[src/rtl/core/ffbp_pkg.sv]
// shared constants and types for the first-fit bin packer
`timescale 1ns / 1ps

package ffbp_pkg;

	// default number of bins and width of sizes and fills
	localparam int unsigned MAX_BINS_DEF  = 64;
	localparam int unsigned SIZE_BITS_DEF = 40;

	// fixed field widths on the stream ports
	localparam int unsigned ITEM_SIZE_W = 40;
	localparam int unsigned BIN_INDEX_W = 6;
	localparam int unsigned BIN_FILL_W  = 40;
	localparam int unsigned STATUS_W    = 2;
	localparam int unsigned CAP_W       = 40;

	// result status codes
	typedef enum logic [STATUS_W-1:0] {
		STATUS_OK       = 2'd0,
		STATUS_OVERSIZE = 2'd1,
		STATUS_NO_BIN   = 2'd2
	} status_t;

endpackage

[src/rtl/core/first_fit_bin_packer.sv]
// first-fit bin packer: sequencer, shared adder and compare, result register
//
// usage: each request on the slave stream carries an item size in s_tdata and
// a start-of-run flag in s_tuser. when the flag is set every bin is closed
// before the item is placed. the item goes into the lowest-numbered open bin
// that still has room under the capacity, or opens the next bin if one is left;
// with no bin left, or for an item over the capacity, the status flags an error.
// one result request leaves on the master stream for every input request. the
// capacity register is written through cfg_wr_en / cfg_wr_data; the user must
// write it only while the block is idle, as the block does not enforce this;
// it resets to all ones. a request passes through the check state, one scan
// step per open bin examined (none for an oversize item or the first bin of
// a run, at most MAX_BINS) and the output state that loads the output register.
// the fill totals live in a single-port-read memory and one adder and
// comparator walk them one bin a cycle, so s_tready is low while an item runs.
// the result sits in an output register; the next item is accepted while it
// waits, and a stalled receiver (m_tready low) holds the block once the next
// result is ready. reset closes all bins and empties the output register.
`timescale 1ns / 1ps

module first_fit_bin_packer #(
	parameter int unsigned MAX_BINS  = ffbp_pkg::MAX_BINS_DEF,
	parameter int unsigned SIZE_BITS = ffbp_pkg::SIZE_BITS_DEF
) (
	input  logic        clk,
	input  logic        arst_n,
	// capacity register write
	input  logic        cfg_wr_en,
	input  logic [39:0] cfg_wr_data,
	// input stream
	input  logic        s_tvalid,
	output logic        s_tready,
	input  logic [39:0] s_tdata,   // [39:0] item_size
	input  logic        s_tuser,   // [0] start_run
	// result stream
	output logic        m_tvalid,
	input  logic        m_tready,
	output logic [47:0] m_tdata,   // [5:0] bin_index, [45:6] bin_fill, [47:46] zero
	output logic [2:0]  m_tuser    // [0] opened_bin, [2:1] status
);

	localparam int unsigned IW = $clog2(MAX_BINS);
	localparam int unsigned CW = $clog2(MAX_BINS + 1);
	localparam logic [63:0] CAP_RST64 =
		((64'd1 << ffbp_pkg::CAP_W) - 64'd1) & ((64'd1 << SIZE_BITS) - 64'd1);
	localparam logic [SIZE_BITS-1:0] CAP_RST = CAP_RST64[SIZE_BITS-1:0];
	localparam logic [CW-1:0] BINS_FULL = CW'(MAX_BINS);

	typedef enum logic [1:0] {
		ST_IDLE,
		ST_CHECK,
		ST_SCAN,
		ST_OUT
	} state_t;

	state_t state_q;

	logic [SIZE_BITS-1:0] cap_q;
	logic [SIZE_BITS-1:0] size_q;
	logic [CW-1:0]        cnt_q;
	logic [IW-1:0]        ptr_q;

	// held result until the output register is free
	logic [IW-1:0]          res_idx_q;
	logic                   res_open_q;
	logic [SIZE_BITS-1:0]   res_fill_q;
	ffbp_pkg::status_t      res_status_q;

	logic                 m_tvalid_q;
	logic [47:0]          m_tdata_q;
	logic [2:0]           m_tuser_q;

	logic [63:0]          size_in64;
	logic [63:0]          cfg_in64;
	logic [63:0]          res_idx64;
	logic [63:0]          res_fill64;
	logic [SIZE_BITS-1:0] rd_data;
	logic [SIZE_BITS:0]   sum;
	logic                 fits;
	logic                 oversize;
	logic [CW-1:0]        ptr_next_cnt;
	logic                 scan_last;
	logic                 bins_full;
	logic                 do_open;
	logic                 mem_wr_en;
	logic [IW-1:0]        mem_wr_addr;
	logic [SIZE_BITS-1:0] mem_wr_data;
	logic [IW-1:0]        mem_rd_addr;
	logic                 out_free;

	// field extension and truncation to the internal width
	assign size_in64  = 64'(s_tdata);
	assign cfg_in64   = 64'(cfg_wr_data);
	assign res_idx64  = 64'(res_idx_q);
	assign res_fill64 = 64'(res_fill_q);

	// shared adder and comparator
	assign sum      = {1'b0, rd_data} + {1'b0, size_q};
	assign fits     = sum <= {1'b0, cap_q};
	assign oversize = size_q > cap_q;

	// scan bookkeeping
	assign ptr_next_cnt = CW'(ptr_q) + CW'(1);
	assign scan_last    = ptr_next_cnt == cnt_q;
	assign bins_full    = cnt_q == BINS_FULL;
	assign do_open = ((state_q == ST_CHECK) && !oversize && (cnt_q == '0)) ||
		((state_q == ST_SCAN) && !fits && scan_last && !bins_full);

	// memory port control
	always_comb begin
		mem_wr_en   = 1'b0;
		mem_wr_addr = ptr_q;
		mem_wr_data = sum[SIZE_BITS-1:0];
		if (do_open) begin
			mem_wr_en   = 1'b1;
			mem_wr_addr = cnt_q[IW-1:0];
			mem_wr_data = size_q;
		end else if ((state_q == ST_SCAN) && fits) begin
			mem_wr_en = 1'b1;
		end
	end

	assign mem_rd_addr = (state_q == ST_SCAN) ? IW'(ptr_q + 1'b1) : '0;

	ffbp_fill_mem #(
		.MAX_BINS  (MAX_BINS),
		.SIZE_BITS (SIZE_BITS)
	) u_fill_mem (
		.clk     (clk),
		.wr_en   (mem_wr_en),
		.wr_addr (mem_wr_addr),
		.wr_data (mem_wr_data),
		.rd_addr (mem_rd_addr),
		.rd_data (rd_data)
	);

	assign out_free = !m_tvalid_q || m_tready;

	// sequencer, capacity register and output register
	always_ff @(posedge clk or negedge arst_n) begin
		if (!arst_n) begin
			state_q      <= ST_IDLE;
			cap_q        <= CAP_RST;
			size_q       <= '0;
			cnt_q        <= '0;
			ptr_q        <= '0;
			res_idx_q    <= '0;
			res_open_q   <= 1'b0;
			res_fill_q   <= '0;
			res_status_q <= ffbp_pkg::STATUS_OK;
			m_tvalid_q   <= 1'b0;
			m_tdata_q    <= '0;
			m_tuser_q    <= '0;
		end else begin
			if (cfg_wr_en) begin
				cap_q <= cfg_in64[SIZE_BITS-1:0];
			end
			// drained result, unless a new one is loaded below
			if (m_tvalid_q && m_tready && (state_q != ST_OUT)) begin
				m_tvalid_q <= 1'b0;
			end
			case (state_q)
				ST_IDLE: begin
					if (s_tvalid) begin
						size_q  <= size_in64[SIZE_BITS-1:0];
						if (s_tuser) begin
							cnt_q <= '0;
						end
						state_q <= ST_CHECK;
					end
				end
				ST_CHECK: begin
					ptr_q <= '0;
					if (oversize) begin
						res_idx_q    <= '0;
						res_open_q   <= 1'b0;
						res_fill_q   <= '0;
						res_status_q <= ffbp_pkg::STATUS_OVERSIZE;
						state_q      <= ST_OUT;
					end else if (do_open) begin
						res_idx_q    <= cnt_q[IW-1:0];
						res_open_q   <= 1'b1;
						res_fill_q   <= size_q;
						res_status_q <= ffbp_pkg::STATUS_OK;
						cnt_q        <= cnt_q + CW'(1);
						state_q      <= ST_OUT;
					end else begin
						state_q <= ST_SCAN;
					end
				end
				ST_SCAN: begin
					if (fits) begin
						res_idx_q    <= ptr_q;
						res_open_q   <= 1'b0;
						res_fill_q   <= sum[SIZE_BITS-1:0];
						res_status_q <= ffbp_pkg::STATUS_OK;
						state_q      <= ST_OUT;
					end else if (!scan_last) begin
						ptr_q <= IW'(ptr_q + 1'b1);
					end else if (bins_full) begin
						res_idx_q    <= '0;
						res_open_q   <= 1'b0;
						res_fill_q   <= '0;
						res_status_q <= ffbp_pkg::STATUS_NO_BIN;
						state_q      <= ST_OUT;
					end else begin
						res_idx_q    <= cnt_q[IW-1:0];
						res_open_q   <= 1'b1;
						res_fill_q   <= size_q;
						res_status_q <= ffbp_pkg::STATUS_OK;
						cnt_q        <= cnt_q + CW'(1);
						state_q      <= ST_OUT;
					end
				end
				ST_OUT: begin
					if (out_free) begin
						m_tvalid_q <= 1'b1;
						m_tdata_q  <= {2'b00,
							res_fill64[ffbp_pkg::BIN_FILL_W-1:0],
							res_idx64[ffbp_pkg::BIN_INDEX_W-1:0]};
						m_tuser_q  <= {res_status_q, res_open_q};
						state_q    <= ST_IDLE;
					end else if (m_tvalid_q && m_tready) begin
						m_tvalid_q <= 1'b0;
					end
				end
				default: begin
					state_q <= ST_IDLE;
				end
			endcase
		end
	end

	assign s_tready = state_q == ST_IDLE;
	assign m_tvalid = m_tvalid_q;
	assign m_tdata  = m_tdata_q;
	assign m_tuser  = m_tuser_q;

endmodule

[src/rtl/core/ffbp_fill_mem.sv]
// fill total store: one write port, one registered read port
`timescale 1ns / 1ps

module ffbp_fill_mem #(
	parameter int unsigned MAX_BINS  = ffbp_pkg::MAX_BINS_DEF,
	parameter int unsigned SIZE_BITS = ffbp_pkg::SIZE_BITS_DEF,
	localparam int unsigned IW = $clog2(MAX_BINS)
) (
	input  logic                 clk,
	input  logic                 wr_en,
	input  logic [IW-1:0]        wr_addr,
	input  logic [SIZE_BITS-1:0] wr_data,
	input  logic [IW-1:0]        rd_addr,
	output logic [SIZE_BITS-1:0] rd_data
);

	logic [SIZE_BITS-1:0] mem [MAX_BINS];

	// write port
	always_ff @(posedge clk) begin
		if (wr_en) begin
			mem[wr_addr] <= wr_data;
		end
	end

	// registered read port
	always_ff @(posedge clk) begin
		rd_data <= mem[rd_addr];
	end

endmodule

[config.mk]
export PLATFORM = sky130hd
export DESIGN_NAME = first_fit_bin_packer
export DESIGN_NICKNAME = d
export VERILOG_FILES = /design/src/rtl/core/ffbp_pkg.sv /design/src/rtl/core/first_fit_bin_packer.sv /design/src/rtl/core/ffbp_fill_mem.sv
export SDC_FILE = /design/constraint.sdc
export NUM_CORES = 2
export LEC_CHECK = 0
export ABC_CLOCK_PERIOD_IN_PS = 10250
export BUFFER_PORTS_ARGS = -buffer_cell sky130_fd_sc_hd__buf_2
export CORE_UTILIZATION = 35
export CTS_CLUSTER_SIZE = 8
export DETAILED_ROUTE_END_ITERATION = 8
export PLACE_DENSITY_LB_ADDON = 0.05
export SLEW_MARGIN = 20
export SYNTH_ARGS = -nofsm -noshare
export SYNTH_HDL_FRONTEND = slang
export SYNTH_SLANG_ARGS = --single-unit
[constraint.sdc]
create_clock -name clk -period 10.25 [get_ports clk]
set_input_delay 2.05 -clock clk [delete_from_list [all_inputs] [get_ports clk]]
set_output_delay 2.05 -clock clk [all_outputs]
set_load 0.03 [all_outputs]
==> impl_results.md <==
- Status: completed
- Crit path required time: roughly 11000 ps
- Top cells by area, synth: edfxtp_1, nand2_1, o21ai_0, nand3_1, dfrtp_1
- Tcrit/Tclk final: 0.8263
- Final #Nets: just under 9000
- Register area share after synthesis: 0.7191
- RSZ-0062 raised after global routing: no
- Post-synth cell types: 90
- Worst-Margin Slew: between 1000 and 1500 ps
- Slew Limit Fails: 0
- CP max-delay cell: a211oi_4
- Arrival time worst endpoint: roughly 9100 ps
- Layout cell share with drive strength beyond 1: 0.1176
- Setup TNS: 0 ps
- Clock sink count: between 2000 and 3000
- Critical path fanouts, max: 24
- Total GRT Usage: 0.2205
- Netlist Area Pre-Place: around 110000 um^2
- First-pass GRT wire length: 532100 um
- Most common cell in the netlist: edfxtp_1
- Max-slew headroom: 0.1519
- Post_cts resized: 0
- Asr flop ratio synth: 0.06943
- DRC: 0
- First-pass detailed-route iteration total: 5
- Crit Path Class: register to register
- Endpoints failing hold: 0
- Post-CTS Setup Bufs: 0
- Initial DRC count: slightly above 6000
- CP top delay family: compound AO/OA/AOI/OAI gates
- Vias/cell: roughly 5.4
- CTS tree: yes
- Final Critical Period: around 8500 ps
- Stages on worst setup path: 20
- Finished Layout Cells: around 13000
- Total wire length: around 370000 um
- Synth Register Bits: around 2800
- Clock buffer count from CTS: 389
- Skew final: around 66 ps
- YS warnings: 0
- ANT nets after route: 0
- Die Y: around 570 um
- Die area: between 300000 and 400000 um^2
- Crit path buf inv count: 1
- I/O pin total: between 100 and 150
- Input/output buffers: roughly 140
- Maxcap violations: 0
- Class of the tightest hold or removal check: register to register
- CP cell instances: ha_1 > a211oi_1 > nor4_1 > or2_2 > o41ai_1 > o211ai_1 > or3b_2 > a21o_1 > and2_1 > ha_1 > nand4_1 > nor4_2 > nand4_1 > mux2_2 > o31a_1 > o31ai_2 > nand4b_1 > a211oi_4 > nor2b_4 > buf_4
- Core Area: 325300 um^2
- Clk_lat worst skew: 940 ps
- Number of flops mapped to enable cells by yosys: around 2600
- Synthesized instance count: between 8000 and 9000
- Yosys top cell area share: 0.6694
- Die width: ~570 um
- Clock Tree Root: clkbuf_16
- Clk slew on worst S/H paths: 50 ps
- Largest area contributor in the netlist: edfxtp_1
- Synthesized area per cell: around 13 um^2
- Post-synth top flop: edfxtp_1
- H-Tree Depth: 5
- CTS Buffer Depth: 4
- Number of global-route vias before repair: 70820
- Dpl hpwl: between 200000 and 250000 um
- Synth top cells by count: edfxtp_1, nand2_1, o21ai_0, nand3_1, clkbuf_1
- Hold_buf cts: 0
- Fillcell total: 30300
- CP startpoint kind: register
- Layout area overhead: 14.78%
- GPL Wtd Cong: approximately 0.9
- Hold path depth: 2
- Overflow after GRT: 0
- Placed Cells: ~13000
- Fmax: between 100 and 150 MHz
- Crit end category: register
- Initial antenna violation count: 17
- R2R cell count: 20
- Largest net degree at the start of global routing: 194
- CP peak stage delay: 890 ps
- Std cell rows: about 210
- Vias: 71760
- Initial Utilization: 0.3530
- Setup-failing EPs final: 0
- Drt wl/cell: 28.25 um
## final timing paths
path                              from                endpoint  slack [ps]
min in group asynchronous       arst_n             m_tdata[36]        1150
max in group asynchronous       arst_n          res_fill_q[23]        7170
max                          size_q[1]  u_fill_mem.mem[14][11]        1780
max reg2reg                  size_q[1]  u_fill_mem.mem[14][11]        1780
min reg2reg                m_tdata[41]             m_tdata[41]         480
min                        m_tdata[41]             m_tdata[41]         480
## cell usage in the layout (no fill, tap or decap), types with 28 or more instances in the layout
| cell type | instances |
|---|---|
| buf_4 | 156 |
| nand3_1 | 793 |
| ha_1 | 126 |
| a21oi_1 | 157 |
| nand2_4 | 28 |
| o21ai_0 | 963 |
| o2111ai_1 | 43 |
| a311oi_1 | 158 |
| dfrtp_1 | 153 |
| and3_1 | 89 |
| a22oi_1 | 32 |
| edfxtp_1 | 2560 |
| dfstp_2 | 40 |
| mux2i_1 | 325 |
| clkbuf_1 | 86 |
| o311a_1 | 81 |
| dfxtp_1 | 40 |
| mux2_2 | 100 |
| nor2_1 | 172 |
| o211ai_1 | 215 |
| nor2_4 | 36 |
| clkbuf_16 | 393 |
| nand2_1 | 1483 |
| inv_1 | 76 |
| buf_2 | 135 |
## per-stage QoR
step / hold slack [ps] / setup WS [ps] / utilization / instance area, um^2
after global placement: 461.7 / 1742 / 0.3721 / 121100
final: 476.2 / 1781 / 0.4052 / 131800
after global routing: 485.7 / 1475 / 0.4051 / 131800
after detailed placement: 466.0 / 1678 / 0.3722 / 121100
after CTS: 477.3 / 1656 / 0.4048 / 131700
after floorplan: 439.3 / 2078 / - / 114800
## layout make-up
class,instances,area (um^2),share of cell area
antenna,11,27.53,0.0002088
clock buffer,481,10180,0.07727
clock inverter,27,430.4,0.003266
inverter,78,292.8,0.002221
multi-input combinational,5138,30500,0.2314
sequential,2794,82580,0.6266
tap,4325,5411,0.04106
timing repair buffer,318,2372,0.01800
## registers in the layout (all words and copies together) (netlist names), 3 cells and up
register            cells
res_fill_q             40
size_q                 40
ptr_q                   6
u_fill_mem.rd_data     40
res_idx_q               6
cnt_q                   7
m_tdata                46
cap_q                  40
m_tuser                 3
u_fill_mem.mem       2560
## tightest hold or removal path, cell delays in order, from the launching register on
cell and delay [ps]:
dfrtp_1 330, nand2_1 40, o21ai_0 60
## kinds of logic after synthesis
family / count (synthesis) / synth area share
and+or+nand+nor: 2740 / 0.1035
buffers and inverters: 677 / 0.02291
muxes: 430 / 0.03863
AOI/OAI and AO/OA: 1802 / 0.09873
other: 1 / 0.00003266
adders and majority gates: 128 / 0.01401
DFF: 2794 / 0.7191
xor gates and xnor gates: 36 / 0.003062
## metal layers
| metal | GRT usage | part of all wire | up-vias | routed length (um) |
|---|---|---|---|---|
| met5 | 0 | 0.000070 | - | 26 |
| met4 | 0.05198 | 0.022 | 4 | 8320 |
| met3 | 0.03333 | 0.052 | 487 | 19500 |
| met2 | 0.3604 | 0.47 | 1938 | 176000 |
| met1 | 0.3085 | 0.45 | 36720 | 168200 |
| li1 | - | - | 32620 | - |
Power is not shown: default switching activity piles up to over one toggle a cycle in this logic, so the estimate is an artifact.
